--- src/sv/countdown_timer_with_blink_alarm_unit_assert.svh ---
`ifndef COUNTDOWN_TIMER_WITH_BLINK_ALARM_UNIT_ASSERT_SVH
`define COUNTDOWN_TIMER_WITH_BLINK_ALARM_UNIT_ASSERT_SVH

// same-cycle implication, checked out of reset
`define CTBU_ASSERT_NOW(name, ante, cons) \
  name: assert property (@(posedge clk) disable iff (!rst_n) (ante) |-> (cons)) \
    else $error("ctbu: check failed");

// next-cycle implication, checked out of reset
`define CTBU_ASSERT_NEXT(name, ante, cons) \
  name: assert property (@(posedge clk) disable iff (!rst_n) (ante) |=> (cons)) \
    else $error("ctbu: check failed");

`endif

--- src/sv/ctbu_pkg.sv ---
package ctbu_pkg;

  localparam int unsigned PRESET_W   = 32;
  localparam int unsigned INTERVAL_W = 16;
  localparam int unsigned ELAPSED_W  = 16;

  localparam logic [INTERVAL_W-1:0] INTERVAL_RST = 16'd500;

  // func codes
  localparam logic [1:0] FUNC_TICK  = 2'd0;
  localparam logic [1:0] FUNC_START = 2'd1;
  localparam logic [1:0] FUNC_RESET = 2'd2;

  // reported run state
  localparam logic [1:0] RS_IDLE  = 2'd0;
  localparam logic [1:0] RS_RUN   = 2'd1;
  localparam logic [1:0] RS_PAUSE = 2'd2;
  localparam logic [1:0] RS_DONE  = 2'd3;

  // status codes
  localparam logic [2:0] ST_UNSET  = 3'd0;
  localparam logic [2:0] ST_READY  = 3'd1;
  localparam logic [2:0] ST_COUNT  = 3'd2;
  localparam logic [2:0] ST_PAUSED = 3'd3;
  localparam logic [2:0] ST_DONE   = 3'd4;

  // configuration register indexes
  localparam logic CFG_PRESET   = 1'b0;
  localparam logic CFG_INTERVAL = 1'b1;

  typedef enum logic [3:0] {
    PH_IDLE  = 4'b0001,
    PH_RUN   = 4'b0010,
    PH_PAUSE = 4'b0100,
    PH_DONE  = 4'b1000
  } phase_t;

  typedef struct packed {
    logic [1:0]           func;
    logic [ELAPSED_W-1:0] elapsed_ms;
  } ctbu_in_t;

  typedef struct packed {
    logic [1:0]          run_state;
    logic [PRESET_W-1:0] shown_ms;
    logic                editable;
    logic                alarm_lit;
    logic                just_finished;
    logic [2:0]          status_code;
  } ctbu_out_t;

  typedef struct packed {
    logic [PRESET_W-1:0]   preset_ms;
    logic [INTERVAL_W-1:0] blink_period;
  } ctbu_cfg_t;

  typedef struct packed {
    phase_t                phase;
    logic [PRESET_W-1:0]   remaining;
    logic [INTERVAL_W-1:0] blink_count;
    logic                  lit;
  } ctbu_state_t;

endpackage

--- src/sv/ctbu_cfg_regs.sv ---
module ctbu_cfg_regs (
  input  logic               clk,
  input  logic               rst_n,
  input  logic               wr_en,
  input  logic               wr_index,
  input  logic [31:0]        wr_data,
  output ctbu_pkg::ctbu_cfg_t cfg
);
  import ctbu_pkg::*;

  ctbu_cfg_t cfg_r;
  ctbu_cfg_t cfg_nxt;

  always_comb begin
    cfg_nxt = cfg_r;
    if (wr_en) begin
      case (wr_index)
        CFG_PRESET:   cfg_nxt.preset_ms = wr_data[PRESET_W-1:0];
        CFG_INTERVAL: cfg_nxt.blink_period = wr_data[INTERVAL_W-1:0];
        default:      cfg_nxt = cfg_r;
      endcase
    end
  end

  always_ff @(posedge clk) begin
    if (!rst_n) begin
      cfg_r.preset_ms    <= '0;
      cfg_r.blink_period <= INTERVAL_RST;
    end else begin
      cfg_r <= cfg_nxt;
    end
  end

  assign cfg = cfg_r;

endmodule

--- src/sv/ctbu_step.sv ---
module ctbu_step (
  input  ctbu_pkg::ctbu_state_t st,
  input  ctbu_pkg::ctbu_in_t    item,
  input  ctbu_pkg::ctbu_cfg_t   cfg,
  output ctbu_pkg::ctbu_state_t st_nxt,
  output ctbu_pkg::ctbu_out_t   res
);
  import ctbu_pkg::*;

  logic [INTERVAL_W:0] blink_sum;
  logic                reached;
  logic                fin;

  // 17-bit sum so the compare never sees a wrap
  assign blink_sum = {1'b0, st.blink_count} + {1'b0, item.elapsed_ms};
  assign reached   = {{(PRESET_W-ELAPSED_W){1'b0}}, item.elapsed_ms} >= st.remaining;

  always_comb begin
    st_nxt = st;
    fin    = 1'b0;
    case (item.func)
      FUNC_TICK: begin
        case (st.phase)
          PH_RUN: begin
            if (reached) begin
              st_nxt.remaining   = '0;
              st_nxt.phase       = PH_DONE;
              st_nxt.lit         = 1'b1;
              st_nxt.blink_count = '0;
              fin                = 1'b1;
            end else begin
              st_nxt.remaining = st.remaining -
                                 {{(PRESET_W-ELAPSED_W){1'b0}}, item.elapsed_ms};
            end
          end
          PH_DONE: begin
            if (blink_sum >= {1'b0, cfg.blink_period}) begin
              st_nxt.lit         = ~st.lit;
              st_nxt.blink_count = '0;
            end else begin
              st_nxt.blink_count = blink_sum[INTERVAL_W-1:0];
            end
          end
          default: st_nxt = st;
        endcase
      end
      FUNC_START: begin
        case (st.phase)
          PH_IDLE: begin
            if (cfg.preset_ms != '0) begin
              st_nxt.remaining = cfg.preset_ms;
              st_nxt.phase     = PH_RUN;
            end
          end
          PH_RUN:   st_nxt.phase = PH_PAUSE;
          PH_PAUSE: st_nxt.phase = PH_RUN;
          default: begin
            st_nxt.remaining = cfg.preset_ms;
            st_nxt.phase     = PH_RUN;
          end
        endcase
      end
      FUNC_RESET: begin
        st_nxt.phase     = PH_IDLE;
        st_nxt.remaining = cfg.preset_ms;
      end
      default: st_nxt = st;
    endcase
  end

  always_comb begin
    res.just_finished = fin;
    res.shown_ms      = st_nxt.remaining;
    res.editable      = 1'b0;
    res.alarm_lit     = 1'b0;
    case (st_nxt.phase)
      PH_IDLE: begin
        res.run_state   = RS_IDLE;
        res.shown_ms    = cfg.preset_ms;
        res.editable    = 1'b1;
        res.status_code = (cfg.preset_ms == '0) ? ST_UNSET : ST_READY;
      end
      PH_RUN: begin
        res.run_state   = RS_RUN;
        res.status_code = ST_COUNT;
      end
      PH_PAUSE: begin
        res.run_state   = RS_PAUSE;
        res.status_code = ST_PAUSED;
      end
      default: begin
        res.run_state   = RS_DONE;
        res.alarm_lit   = st_nxt.lit;
        res.status_code = ST_DONE;
      end
    endcase
  end

endmodule

--- src/sv/countdown_timer_with_blink_alarm_unit.sv ---
// channel  | handshake           | payload
// ---------+---------------------+--------------------------------------
// in_      | in_valid / in_stall | in_item  (func, elapsed_ms)
// out_     | out_valid/out_stall | out_res  (run_state .. status_code)
// cfg_     | cfg_valid/cfg_ready | cfg_index, cfg_data
//
// an item is registered on entry and its result is registered when the held
// item advances; one item per cycle while out_stall is low,
// set by the single state update step.
// a held result register stalls the input register, which stalls in_.
// cfg_ready is always high; reset is synchronous on rst_n.
module countdown_timer_with_blink_alarm_unit (
  input  logic                clk,
  input  logic                rst_n,
  input  logic                in_valid,
  output logic                in_stall,
  input  ctbu_pkg::ctbu_in_t  in_item,
  output logic                out_valid,
  input  logic                out_stall,
  output ctbu_pkg::ctbu_out_t out_res,
  input  logic                cfg_valid,
  output logic                cfg_ready,
  input  logic                cfg_index,
  input  logic [31:0]         cfg_data
);
  import ctbu_pkg::*;

  ctbu_cfg_t   cfg;
  ctbu_state_t st_r;
  ctbu_state_t st_nxt;
  ctbu_in_t    item_r;
  logic        item_valid_r;
  logic        item_valid_nxt;
  ctbu_out_t   res;
  ctbu_out_t   out_res_r;
  logic        out_valid_r;
  logic        out_valid_nxt;
  logic        advance;
  logic        in_take;

  assign cfg_ready = 1'b1;

  ctbu_cfg_regs u_cfg (
    .clk      (clk),
    .rst_n    (rst_n),
    .wr_en    (cfg_valid & cfg_ready),
    .wr_index (cfg_index),
    .wr_data  (cfg_data),
    .cfg      (cfg)
  );

  ctbu_step u_step (
    .st     (st_r),
    .item   (item_r),
    .cfg    (cfg),
    .st_nxt (st_nxt),
    .res    (res)
  );

  // the held item moves on when the result register is empty or being drained
  assign advance  = item_valid_r & (~out_valid_r | ~out_stall);
  assign in_stall = item_valid_r & ~advance;
  assign in_take  = in_valid & ~in_stall;

  always_comb begin
    item_valid_nxt = item_valid_r;
    if (in_take) begin
      item_valid_nxt = 1'b1;
    end else if (advance) begin
      item_valid_nxt = 1'b0;
    end
    out_valid_nxt = out_valid_r;
    if (advance) begin
      out_valid_nxt = 1'b1;
    end else if (out_valid_r & ~out_stall) begin
      out_valid_nxt = 1'b0;
    end
  end

  always_ff @(posedge clk) begin
    if (!rst_n) begin
      item_valid_r      <= 1'b0;
      out_valid_r       <= 1'b0;
      st_r.phase        <= PH_IDLE;
      st_r.remaining    <= '0;
      st_r.blink_count  <= '0;
      st_r.lit          <= 1'b0;
    end else begin
      item_valid_r <= item_valid_nxt;
      out_valid_r  <= out_valid_nxt;
      if (advance) begin
        st_r <= st_nxt;
      end
    end
  end

  always_ff @(posedge clk) begin
    if (in_take) begin
      item_r <= in_item;
    end
    if (advance) begin
      out_res_r <= res;
    end
  end

  assign out_valid = out_valid_r;
  assign out_res   = out_res_r;

`include "countdown_timer_with_blink_alarm_unit_assert.svh"

  `CTBU_ASSERT_NEXT(a_advance_fills_out, advance, out_valid_r)
  `CTBU_ASSERT_NOW(a_finish_shape, out_valid_r && out_res_r.just_finished, (out_res_r.run_state == RS_DONE) && (out_res_r.shown_ms == '0) && out_res_r.alarm_lit)
  `CTBU_ASSERT_NOW(a_editable_idle, out_valid_r, out_res_r.editable == (out_res_r.run_state == RS_IDLE))
  `CTBU_ASSERT_NOW(a_lit_only_done, out_valid_r && out_res_r.alarm_lit, out_res_r.status_code == ST_DONE)

endmodule

--- config.mk ---
export PLATFORM = sky130hd
export DESIGN_NAME = countdown_timer_with_blink_alarm_unit
export DESIGN_NICKNAME = d
export VERILOG_FILES = /design/src/sv/ctbu_pkg.sv /design/src/sv/ctbu_cfg_regs.sv /design/src/sv/ctbu_step.sv /design/src/sv/countdown_timer_with_blink_alarm_unit.sv
export VERILOG_INCLUDE_DIRS = /design/src /design/src/sv
export SDC_FILE = /design/constraint.sdc
export NUM_CORES = 1
export LEC_CHECK = 0
export ABC_AREA = 0
export BUFFER_PORTS_ARGS = -buffer_cell sky130_fd_sc_hd__buf_2
export CAP_MARGIN = 10
export CORE_UTILIZATION = 35
export DETAILED_ROUTE_END_ITERATION = 8
export GPL_TIMING_DRIVEN = 0
export SYNTH_ARGS = -nofsm -noshare
export SYNTH_HDL_FRONTEND = slang
export SYNTH_HIERARCHICAL = 1
export SYNTH_SLANG_ARGS = --single-unit
export TNS_END_PERCENT = 20
--- constraint.sdc ---
create_clock -name clk -period 4.98 [get_ports clk]
set_input_delay 0.747 -clock clk [delete_from_list [all_inputs] [get_ports clk]]
set_output_delay 0.747 -clock clk [all_outputs]
set_load 0.02 [all_outputs]
# Yosys cells after proc, flatten, opt, wreduce, memory -nomap -nowiden
# Cells that the tools add are included.
[totals]
output_inout_bits = 43
reg_bits = 161
elab_cells = 74
[classes]
n_eq_ne = 10
n_mux = 21
addsub = 2
n_lt_le_gt_ge = 2
n_reduce_logical = 12
n_bitwise = 11
[ops]
columns = ["op", "count"]
rows = [
  ["case mux 36 bit (3 select lines)", 1],
  ["2-to-1 mux 36 bit", 2],
  ["case mux 32 bit (2 select lines)", 1],
  ["case mux 17 bit (2 select lines)", 1],
  ["2-to-1 mux 33 bit", 1],
  ["greater-or-equal comparator 16 x 32 -> 1 bit", 1],
  ["zero test 32 bit", 1],
  ["2-to-1 mux 32 bit", 1],
  ["nonzero test 32 bit", 1],
  ["subtractor 32 x 16 -> 32 bit", 1],
  ["adder 16 x 16 -> 17 bit", 1],
  ["greater-or-equal comparator 17 x 16 -> 1 bit", 1],
  ["2-to-1 mux 17 bit", 1],
  ["2-to-1 mux 16 bit", 1],
  ["case mux 3 bit (3 select lines)", 1],
  ["== test 4 x 1 -> 1 bit, second input constant", 2],
  ["== test 4 x 2 -> 1 bit, second input constant", 2],
  ["== test 4 x 3 -> 1 bit, second input constant", 2],
  ["2-to-1 mux 1 bit", 8],
  ["case mux 4 bit (2 select lines)", 1],
  ["NOT 1 bit", 6],
  ["case mux 2 bit (3 select lines)", 1],
  ["AND reduction 2 bit", 3],
  ["nonzero test 2 bit", 3],
  ["other kinds (11)", 14],
]

# Logic depth before layout (Yosys ltp)
# Gate-level depths: netlist of run 1.
[depth]
word_depth = 8
mapped_depth = 21
depth_no_buf = 19

# Cells and area by module
# Netlist of run 1, hierarchy kept.
[by_module_without_submodules]
columns = ["mod", "instances", "area_per_inst_um2", "cells_each"]
rows = [
  ["ctbu_step", 1, 4115.2, 616],
  ["countdown_timer_with_blink_alarm_unit", 1, 4018.9, 298],
  ["ctbu_cfg_regs", 1, 1909.3, 199],
]

# Worst setup path before layout of run 1
# Ideal clock, no wire load.
[synth_timing]
kind = "flip-flop to flip-flop"
start = "reg item_r[1] (netlist bit)"
end = "reg st_r[10] (netlist bit)"
t_arrival_ns = 4.227
path_stages_with_launch = 19
required_time_ns = 4.908
period_less_slack_ns = 4.299
path_buffers = 2
setup_slack_ns = 0.681
cell_sequence = "edfxtp_1 ha_1 a211o_1 o211ai_1 a21oi_1 o41ai_1 o211ai_1 a221oi_1 xnor2_1 ha_1 a211o_1 a221o_1 a31oi_1 and3_1 buf_1 clkbuf_1 a22o_1 nand2_1 mux2i_1"
[synth_via]
elab_chain_len = 4
[synth_lines]
columns = ["item", "line_no", "source"]
rows = [
  ["from (decl)", "countdown_timer_with_blink_alarm_unit.sv:31", "ctbu_in_t item_r;"],
  ["from (signal assigned)", "countdown_timer_with_blink_alarm_unit.sv:99", "item_r <= in_item;"],
  ["adder 16 x 16 -> 17 bit", "ctbu_step.sv:15", "assign blink_sum = {1'b0, st.blink_count} + {1'b0, item.elapsed_ms};"],
  ["greater-or-equal comparator 17 x 16 -> 1 bit", "ctbu_step.sv:37", "if (blink_sum >= {1'b0, cfg.blink_period}) begin"],
  ["2-to-1 mux 16 bit", "ctbu_step.sv:37", ""],
  ["case mux 17 bit (2 select lines)", "ctbu_step.sv:23", "case (st.phase)"],
  ["to (signal assigned)", "countdown_timer_with_blink_alarm_unit.sv:92", "st_r <= st_nxt;"],
  ["to (decl)", "countdown_timer_with_blink_alarm_unit.sv:29", "ctbu_state_t st_r;"],
]
# Parallel ways exist; a longest one is shown, timed or not.
# A chain may end at the register's enable or synchronous reset.

# Worst setup path after layout of run 1
[layout_timing]
start = "reg item_r[0] (netlist bit)"
end = "reg st_r[9] (netlist bit)"
# Same word-level chain as after synthesis.

==> results of run 1 <==
-- stage by stage --
| stage | power (µW) | setup WS, ps | instance area [µm²] |
|---|---|---|---|
| CTS | 3321 | 112.7 | 11610 |
| global placement | 1977 | -147.3 | 11000 |
| finish | 3300 | 310.3 | 11620 |
| global route | 3430 | 29.56 | 11620 |
| floorplan | 1811 | 681.4 | 10040 |
| detailed placement | 1983 | -190.5 | 11010 |
-- layer usage --
layer,part of all wire,up-vias,global-route usage
met4,0.015,0,0.05978
met5,0,-,0
met1,0.48,4183,0.3044
met3,0.068,36,0.03636
li1,-,4231,-
met2,0.44,319,0.3355
-- synth_stat cells, types with 14 or more instances --
library cell	instances	area, µm²
o211ai_1	14	105.1
mux2i_1	96	960.9
edfxtp_1	58	1742
clkbuf_1	34	127.6
nor4_1	14	87.58
xnor2_1	22	192.7
inv_1	51	191.4
a21oi_1	35	175.2
a21o_1	14	105.1
ha_1	48	600.6
nand2_1	243	912.1
nor2_1	53	198.9
nand3_1	19	95.09
a22o_1	21	183.9
mux2_2	22	247.7
o21ai_0	46	230.2
dfxtp_1	103	2062
-- power groups by stage --
stage	Combinational [µW]	Clock, µW	Sequential [µW]
final	489	1340	1470
after global routing	535	1420	1480
after CTS	486	1360	1470
after detailed placement	483	0	1500
after global placement	478	0	1500
after floorplan	315	0	1500
-- how the worst max path moves through the flow --
stage	from	to	slack, ps	depth (start not counted)
floorplan	item_r[1]$_DFFE_PP_	st_r[10]$_SDFFE_PN0P_	680	18
global placement	item_r[1]$_DFFE_PP_	st_r[6]$_SDFFE_PN0P_	-150	18
detailed placement	item_r[1]$_DFFE_PP_	st_r[8]$_SDFFE_PN0P_	-190	18
CTS	item_r[0]$_DFFE_PP_	st_r[15]$_SDFFE_PN0P_	110	21
global route	item_r[0]$_DFFE_PP_	st_r[15]$_SDFFE_PN0P_	30	20
finish	item_r[0]$_DFFE_PP_	st_r[9]$_SDFFE_PN0P_	310	20
-- timing repair --
item,in CTS,in global routing
endpoints found under the setup margin,10,11
pin swaps,0,0
setup buffers,0,0
gates resized for setup,2,2
-- tightest hold or removal path: stages, from the launching register on --
cell and delay [ps]:
dfxtp_1 310, nand2_1 50, mux2i_1 50
-- area by class of cell --
cell class	count	area, µm²
Sequential cell	161	3804
Tap cell	378	473.0
Fill cell	2818	16390
Clock buffer	23	499.2
Inverter	51	191.4
Timing Repair Buffer	97	495.5
Buffer	61	446.7
Multi-Input combinational cell	839	5617
Clock inverter	9	92.59
-- sequential cells by signal (all words and copies together), names as in the netlist --
register / count
item_valid_r: 1
out_valid: 1
st_r: 53
out_res: 40
u_cfg/cfg: 48
item_r: 18
-- logic make-up after synthesis --
family                   after synthesis  share of synthesized area
flip-flops                           161                     0.3787
other                                  1                  0.0003734
buffers and inverters                113                    0.06378
adder cells (fa/ha/maj)               50                    0.06379
multiplexers                         119                     0.1218
AO/OA/AOI/OAI                        234                     0.1663
AND/OR/NAND/NOR                      405                     0.1790
XOR/XNOR                              30                    0.02616
==> flow_summary.yaml, run 1 <==
detailed_routing:
  first_pass_iters: 5
  post_drt_wl_per_cell_um: 18.84
  routed_via_density: 5.416
  first_iter_violations: 734
  drt_wl_total_um: 30510
  drtAntennaViolNets: 0
  vias: 8769
  drt_drc_violations_left: 0
cells_and_area:
  layout-drive-gt1-share: 0.1660
  final_cells: 1619
  num_antenna_cells: 0
  area_growth_pct: 15.68
  final_nets: 1334
  mostFrequentLayoutCell: "nand2_1"
  finish.utilization: 0.4148
  layout_common_cells: "243 x nand2_1, 106 x buf_2, 103 x dfxtp_1"
status:
  outcome: "complete, no violations"
critical_path:
  crit_path_end_kind: "flip-flop"
  r2r_end: "st_r[9]$_SDFFE_PN0P_"
  cpPeakStageDelay_ps: 450
  worst-path-max-fanout: 10
  cp_data_required_time_ps: 5340
  cp_slowest_cell: "edfxtp_1"
  arrival_ps: 5030
  reg2reg_from: "item_r[0]$_DFFE_PP_"
  cp_cell_sequence: "ha_1 -> inv_1 -> fa_1 -> nor2b_1 -> o31a_1 -> o22ai_1 -> o211ai_1 -> nand2b_1 -> xor2_1 -> ha_1 -> nand2_1 -> nor4_2 -> o31ai_1 -> o2111ai_1 -> a31oi_1 -> and3_2 -> clkbuf_2 -> a22o_1 -> nand2_1 -> mux2i_1"
  crit_type: "flip-flop to flip-flop"
  reg2reg_slack_ps: 310
  path_buf_inv: 2
  r2r_cells: 20
  start_kind: "flip-flop"
  critical_path.top_delay_family: "compound AO/OA/AOI/OAI gates"
worst_hold_path:
  hold_depth: 2
  min_path_type: "flip-flop to flip-flop"
  min_from: "st_r[34]$_SDFFE_PN0P_"
  min_to: "st_r[34]$_SDFFE_PN0P_"
synthesis:
  yosysSeqAreaShare: 0.3787
  synthArstFlopShare: 0
  synth.net_count: 1219
  ys_ff_latch: 161
  synth_area_per_cell_um2: 9.024
  syn_area_um2: 10040
  syn_inst: 1113
  synth-main-ff-cell: "dfxtp_1"
  yosysWarnings: 6
  synth_edf_count: 58
  synth_cell_types: 79
sta:
  skew_ps: 15.35
  maxSlewHeadroom: 0.1898
  fin_setup_tns_ps: 0
  drv_slew: 0
  finalHoldViolCount: 0
  finalSetupViolCount: 0
  timing.hold.ws_ps: 461.5
  worstMarginPinSlew_ps: 1205
  rsz0062_at_grt: "false"
  fmax_ghz: 0.2141
  min_period_over_period: 0.9377
  min_period_ps: 4670
pwr:
  ir_drop_mv: 0.1839
  pwr-share-seq: 0.446
  p_sw_frac: 0.2807
  p_clk_frac: 0.406
  p_int_uw: 2374
  power_density_nw_per_um2: 284.0
  leakagePower_uw: 0.004732
  netSwitchingPower_uw: 926.3
  combPwrFrac: 0.148
floorplan:
  core_area_um2: 28010
  die_h_um: 171.4
  die-area_um2: 29380
  initial_utilization: 0.3586
  num_rows: 61
  io_pins: 99
  die_w_um: 171.4
global_routing:
  first_global_vias: 8353
  antenna_found_initial: 0
  grt_max_degree: 50
  track_usage: 0.2153
  grt-ovfl-total: 0
  grt_pass1_wl_um: 47670
clocking:
  clkSlewWorstSetupHoldPaths_ps: 70
  cts_sinks: 161
  cts_tree: "done"
  cts_root_buffer: "clkbuf_16"
  cts_hold_buf: 0
  clk_latency_ps: 430
  cts_buffers: 17
  htree_levels: 4
  clockBufferDepth: 2
placed_design:
  port_buffers: 96
  place_inst: 1588
  place.gp.congestion: 0.9698
  dp_hpwl_um: 23300
job:
  drv_cap: 0
Note: power is estimated with default switching activity, not from simulation.
==> inputs of run 2 (changes only) <==
--- a/config.mk
+++ b/config.mk
@@ -9,11 +9,10 @@
 export ABC_AREA = 0
 export BUFFER_PORTS_ARGS = -buffer_cell sky130_fd_sc_hd__buf_2
 export CAP_MARGIN = 10
-export CORE_UTILIZATION = 35
+export CORE_UTILIZATION = 37
 export DETAILED_ROUTE_END_ITERATION = 8
 export GPL_TIMING_DRIVEN = 0
 export SYNTH_ARGS = -nofsm -noshare
 export SYNTH_HDL_FRONTEND = slang
-export SYNTH_HIERARCHICAL = 1
 export SYNTH_SLANG_ARGS = --single-unit
 export TNS_END_PERCENT = 20
==> run 2 against run 1 <==
  * Clock skew shrank 2.0 ps
  * Non-clock buffer count shrank 6
  * Sequential share of layout area grew 3.3 points
  * Via count shrank 5.3%
  * Register-to-register slack lost 80 ps
  * Final area shrank 9.0%
  * Clock-buffer cell count shrank 3
  * Largest power group unchanged
==> flow_summary.yaml, run 2 <==
clocking:
  clockBufferDepth: 2
  clk_latency_ps: 450
  cts_setup_buffers: 0
  cts_sinks: 161
  cts_buffers: 17
  cts_root_buffer: "clkbuf_16"
  cts_tree: "done"
  clkSlewWorstSetupHoldPaths_ps: 70
  htree_levels: 4
synthesis:
  synth_fa_ha_area_frac: 0.07142
  muxShareOfSynthArea: 0.002371
  synth_top_area_frac: 0.2299
  synth.net_count: 1132
  synth_area_per_cell_um2: 8.743
  synth_xor_xnor_area_share: 0.02636
  yosysSeqAreaShare: 0.4240
  yosysWarnings: 0
  syn_area_um2: 8970
  ys_ff_latch: 161
  yosys-top-cells-area: "dfxtp_1 23%, edfxtp_1 19%, a21oi_1 6.7%"
  yosysMostFrequentCell: "nand2_1"
  yosysTopAreaCell: "dfxtp_1"
  synthArstFlopShare: 0
  synthSimpleGateAreaFrac: 0.1804
  synth_cell_types: 78
  syn_inst: 1026
  synth_top_family_by_area: "compound AO/OA/AOI/OAI gates"
  synth-compound-area-share: 0.2486
  synth_edf_count: 58
  synth.top_cells.by_count: "139 x nand2_1, 120 x a21oi_1, 103 x dfxtp_1, 95 x nor2_1, 58 x edfxtp_1"
  synth-main-ff-cell: "dfxtp_1"
sta:
  skew_ps: 13.40
  drv_slew: 0
  maxSlewHeadroom: 0.2110
  fin_setup_tns_ps: 0
  timing.hold.ws_ps: 463.0
  finalHoldViolCount: 0
  worstMarginPinSlew_ps: 1173
  fmax_ghz: 0.2106
  rsz0062_at_grt: "false"
  finalSetupViolCount: 0
  min_period_ps: 4748
  min_period_over_period: 0.9535
worst_hold_path:
  hold_depth: 2
  min_path_type: "flip-flop to flip-flop"
  min_to: "u_cfg.cfg[11]$_SDFFE_PN0P_"
  min_from: "u_cfg.cfg[11]$_SDFFE_PN0P_"
job:
  drv_cap: 0
detailed_routing:
  routed_via_density: 5.632
  drtAntennaViolNets: 0
  drt_wl_total_um: 28040
  first_iter_violations: 670
  post_drt_wl_per_cell_um: 19.02
  vias: 8301
  drt-met1-wl_um: 12590
  wl_met3_um: 1666
  drt_drc_violations_left: 0
  first_pass_iters: 8
  top_layer: "met4"
  wl_met2_um: 12890
floorplan:
  die_h_um: 157.7
  io_pins: 99
  num_rows: 56
  initial_utilization: 0.3799
  die_w_um: 157.7
  core_area_um2: 23610
  die-area_um2: 24870
cells_and_area:
  finish.utilization: 0.4475
  num_antenna_cells: 0
  mostFrequentLayoutCell: "nand2_1"
  final_nets: 1248
  regArea_um2: 3804
  layout_common_cells: "139 x nand2_1, 120 x a21oi_1, 103 x dfxtp_1"
  num-fill-cells: 2367
  largest-register: "st_r"
  area_growth_pct: 17.81
  largest_register_ffs: 53
  layout-drive-gt1-share: 0.1489
  multi_input_area_um2: 4780
critical_path:
  r2r_end: "st_r[6]$_SDFFE_PN0P_"
  arrival_ps: 5120
  reg2reg_from: "item_r[0]$_DFFE_PP_"
  r2r_cells: 18
  crit_type: "flip-flop to flip-flop"
  path_buf_inv: 2
  reg2reg_slack_ps: 230
  start_kind: "flip-flop"
  cp_data_required_time_ps: 5360
  cp_slowest_cell: "fa_1"
  crit_path_end_kind: "flip-flop"
  worst-path-max-fanout: 10
  cp_cell_sequence: "ha_1 -> inv_1 -> fa_1 -> nor2b_1 -> o31ai_4 -> a2111oi_2 -> a211o_1 -> a2111o_1 -> nand3_1 -> ha_1 -> a211o_1 -> a221o_1 -> a31o_2 -> a311oi_2 -> and3_2 -> buf_2 -> a22oi_1 -> nor2_1"
  cpPeakStageDelay_ps: 410
  critical_path.top_delay_family: "compound AO/OA/AOI/OAI gates"
pwr:
  ir_drop_mv: 0.2073
  leakagePower_uw: 0.004148
  power_density_nw_per_um2: 333.8
global_routing:
  grt_pass1_wl_um: 42630
  first_global_vias: 7629
  grt-ovfl-total: 0
  track_usage: 0.2305
  antenna_found_initial: 0
  grt_max_degree: 27
placed_design:
  port_buffers: 96
  dp_hpwl_um: 21040
  place.gp.congestion: 0.9479
status:
  outcome: "complete, no violations"
run 2: repair_timing:
action                                  4_1_cts  5_1_grt
hold buffers                                  0        0
endpoints found under the setup margin       16       10
pin swaps                                     0        0
gates resized for setup                       2        4
run 2: cell type report:
cell class,instances,share of cell area
buffer,54,0.02214
timing repair buffer,98,0.05068
multi-input combinational,762,0.4523
tap,319,0.03777
inverter,48,0.01705
clock inverter,12,0.01693
sequential,161,0.3599
clock buffer,20,0.04322
run 2: worst max-delay path by stage:
stage          slack [ps]           startpoint                    end  depth (start not counted)
6_report              230  item_r[0]$_DFFE_PP_   st_r[6]$_SDFFE_PN0P_                         18
5_1_grt                60  item_r[0]$_DFFE_PP_  st_r[11]$_SDFFE_PN0P_                         18
4_1_cts                50  item_r[0]$_DFFE_PP_  st_r[11]$_SDFFE_PN0P_                         19
3_5_place_dp         -380  item_r[0]$_DFFE_PP_  st_r[11]$_SDFFE_PN0P_                         20
3_3_place_gp         -280  item_r[0]$_DFFE_PP_   st_r[5]$_SDFFE_PN0P_                         20
2_1_floorplan         940  item_r[0]$_DFFE_PP_   st_r[5]$_SDFFE_PN0P_                         20
run 2: logic make-up (layout without fill, tap and decap cells):
family,count (synthesis),after routing
simple gates,345,345
compound gates,337,337
flops,161,161
buf+inv,103,232
fa+ha+maj,50,50
xor+xnor,27,27
mux,2,2
other cells,1,1
run 2: worst min-delay path, delay by kind of cell, from the launching register on:
family | cells | cell delay [ps]
and+or+nand+nor | 1 | 50
DFF | 1 | 310
AOI/OAI and AO/OA | 1 | 50
run 2: report_power, final:
group	switching [µW]	total [µW]	internal, µW
Combinational	393	595	203
Sequential	49.1	1490	1440
Clock	570	1440	869
Total	1010	3530	2510
run 2: through the flow:
| stage | cell area (µm²) | setup WS (ps) | total power [µW] | std cells |
|---|---|---|---|---|
| after floorplan | 8970 | 936.1 | 1897 | 1026 |
| after CTS | 10550 | 50.79 | 3532 | 1474 |
| final | 10570 | 231.6 | 3527 | 1474 |
| after detailed placement | 9908 | -381.3 | 2105 | 1443 |
| after global routing | 10570 | 58.18 | 3654 | 1474 |
| after global placement | 9849 | -284.3 | 2096 | 1441 |
run 2: per-layer routing:
metal / global-route usage / vias up
met5: 0 / -
met4: 0.09801 / 0
met3: 0.03148 / 50
met2: 0.3791 / 290
met1: 0.3019 / 3934
li1: - / 4027
==> inputs of run 3 (changes only) <==
==> constraint.sdc (replaced) <==
create_clock -name clk -period 5.8 [get_ports clk]
set_input_delay 0.87 -clock clk [delete_from_list [all_inputs] [get_ports clk]]
set_output_delay 0.87 -clock clk [all_outputs]
set_load 0.02 [all_outputs]
==> run 3 against run 2 <==
  * Flip-flop and latch count unchanged
  * Sequential power shrank 14%
  * Hold slack barely moved
  * Via count decreased by 0.73%
  * Utilization shrank 0.10 points
  * Clock-buffer cell count did not move
  * Critical path type unchanged
  * Critical endpoint unchanged
  * Highest routed layer unchanged
==> flow_summary.yaml, run 3 (synthesis results as in run 2) <==
status:
  outcome: "complete, no violations"
critical_path:
  start_kind: "flip-flop"
  arrival_ps: 5870
  cp_data_required_time_ps: 6170
  reg2reg_slack_ps: 300
  crit_path_end_kind: "flip-flop"
  worst-path-max-fanout: 10
  crit_type: "flip-flop to flip-flop"
  crit_start: "item_r[0]$_DFFE_PP_"
  reg2reg_from: "item_r[0]$_DFFE_PP_"
global_routing:
  grt_util_met3: 0.03148
  gr-usage-met1: 0.3021
  grt_max_degree: 27
  grt_busiest_layer: "met2"
  grt_pass1_wl_um: 42650
  antenna_found_initial: 0
  grt.met2_usage: 0.3791
  track_usage: 0.2306
  grt-ovfl-total: 0
  first_global_vias: 7632
floorplan:
  io_pins: 99
  die_h_um: 157.7
  die_w_um: 157.7
  core_area_um2: 23610
  num_rows: 56
  die-area_um2: 24870
  initial_utilization: 0.3799
cells_and_area:
  largest_register_ffs: 53
  area_growth_pct: 17.55
  num_antenna_cells: 0
  mostFrequentLayoutCell: "nand2_1"
  final_nets: 1249
  layout-drive-gt1-share: 0.1453
  largest-register: "st_r"
  layout_common_cells: "139 x nand2_1, 120 x a21oi_1, 103 x dfxtp_1"
sta:
  finalHoldViolCount: 0
  fin_setup_tns_ps: 0
  rsz0062_at_grt: "false"
  skew_ps: 15.49
  drv_slew: 0
  worstMarginPinSlew_ps: 1160
  min_period_ps: 5497
  timing.hold.ws_ps: 462.9
  setup_slack_ps: 303.2
  maxSlewHeadroom: 0.2198
  min_period_over_period: 0.9477
  fmax_ghz: 0.1819
  finalSetupViolCount: 0
clocking:
  clk_latency_ps: 450
  cts_repair_resize_count: 0
  clkSlewWorstSetupHoldPaths_ps: 70
  cts_root_buffer: "clkbuf_16"
  htree_levels: 4
  cts_tree: "done"
  clockBufferDepth: 2
  cts_setup_buffers: 0
  cts_sinks: 161
  cts_hold_buf: 0
  cts_buffers: 17
detailed_routing:
  drt_drc_violations_left: 0
  first_pass_iters: 6
  drt_wl_total_um: 27950
  vias: 8240
  post_drt_wl_per_cell_um: 18.95
  routed_via_density: 5.586
  first_iter_violations: 682
  drtAntennaViolNets: 0
worst_hold_path:
  min_path_type: "flip-flop to flip-flop"
  min_from: "u_cfg.cfg[11]$_SDFFE_PN0P_"
pwr:
  ir_drop_mv: 0.1781
  p_sw_frac: 0.2864
  power_density_nw_per_um2: 286.9
  p_int_uw: 2159
  combPwrFrac: 0.168
  netSwitchingPower_uw: 866.5
  p_total_uw: 3025
  pwr-share-seq: 0.424
  leakagePower_uw: 0.004152
  p_clk_frac: 0.408
placed_design:
  port_buffers: 96
  place.gp.congestion: 0.9479
  dp_hpwl_um: 21040
  pre_cts_slack_ps: 438.7
job:
  drv_cap: 0
-- run 3: layout make-up --
type | instances | area, µm²
buffer | 55 | 237.7
clock buffer | 20 | 456.7
clock inverter | 12 | 178.9
fill | 2371 | 13070
inverter | 48 | 180.2
multi-input combinational | 762 | 4752
sequential | 161 | 3804
tap | 319 | 399.1
timing repair buffer | 98 | 535.5
-- run 3: layer usage --
layer | vias to the layer above | wire, µm
met2 | 280 | 12900
met1 | 3890 | 12550
met3 | 48 | 1606
met5 | - | 0
met4 | 0 | 891
li1 | 4022 | -
-- run 3: worst paths after layout --
path | to | cells after the start
setup / recovery | st_r[6]$_SDFFE_PN0P_ | 20
hold / removal | u_cfg.cfg[11]$_SDFFE_PN0P_ | 2
setup reg to reg | st_r[6]$_SDFFE_PN0P_ | 20
hold reg to reg | u_cfg.cfg[11]$_SDFFE_PN0P_ | 2
-- run 3: through the flow --
step             util  cell area, µm²  std cells
3_5_place_dp   0.4196            9908       1443
4_1_cts        0.4465           10540       1475
5_1_grt        0.4465           10540       1475
6_report       0.4465           10540       1475
3_3_place_gp   0.4171            9849       1441
2_1_floorplan       -            8970       1026
-- run 3: power groups by stage --
stage	clock network [µW]	logic, µW	registers (µW)
floorplan	0	311	1320
global placement	0	494	1310
detailed placement	0	502	1300
CTS	1250	505	1280
global route	1290	559	1290
finish	1230	509	1280
-- run 3: critical path: stages (launching register included) --
cell and delay, ps:
edfxtp_1 440, ha_1 240, inv_1 70, fa_1 210
nor2b_1 70, o31ai_1 440, a2111oi_0 250, a211o_1 390
a2111o_1 430, nand3_1 130, ha_1 250, nand2_1 90
nor3_1 70, a221o_1 290, a31o_2 210, a311oi_1 600
and3_1 290, clkbuf_1 380, buf_2 350, a22oi_1 100
nor2_1 120
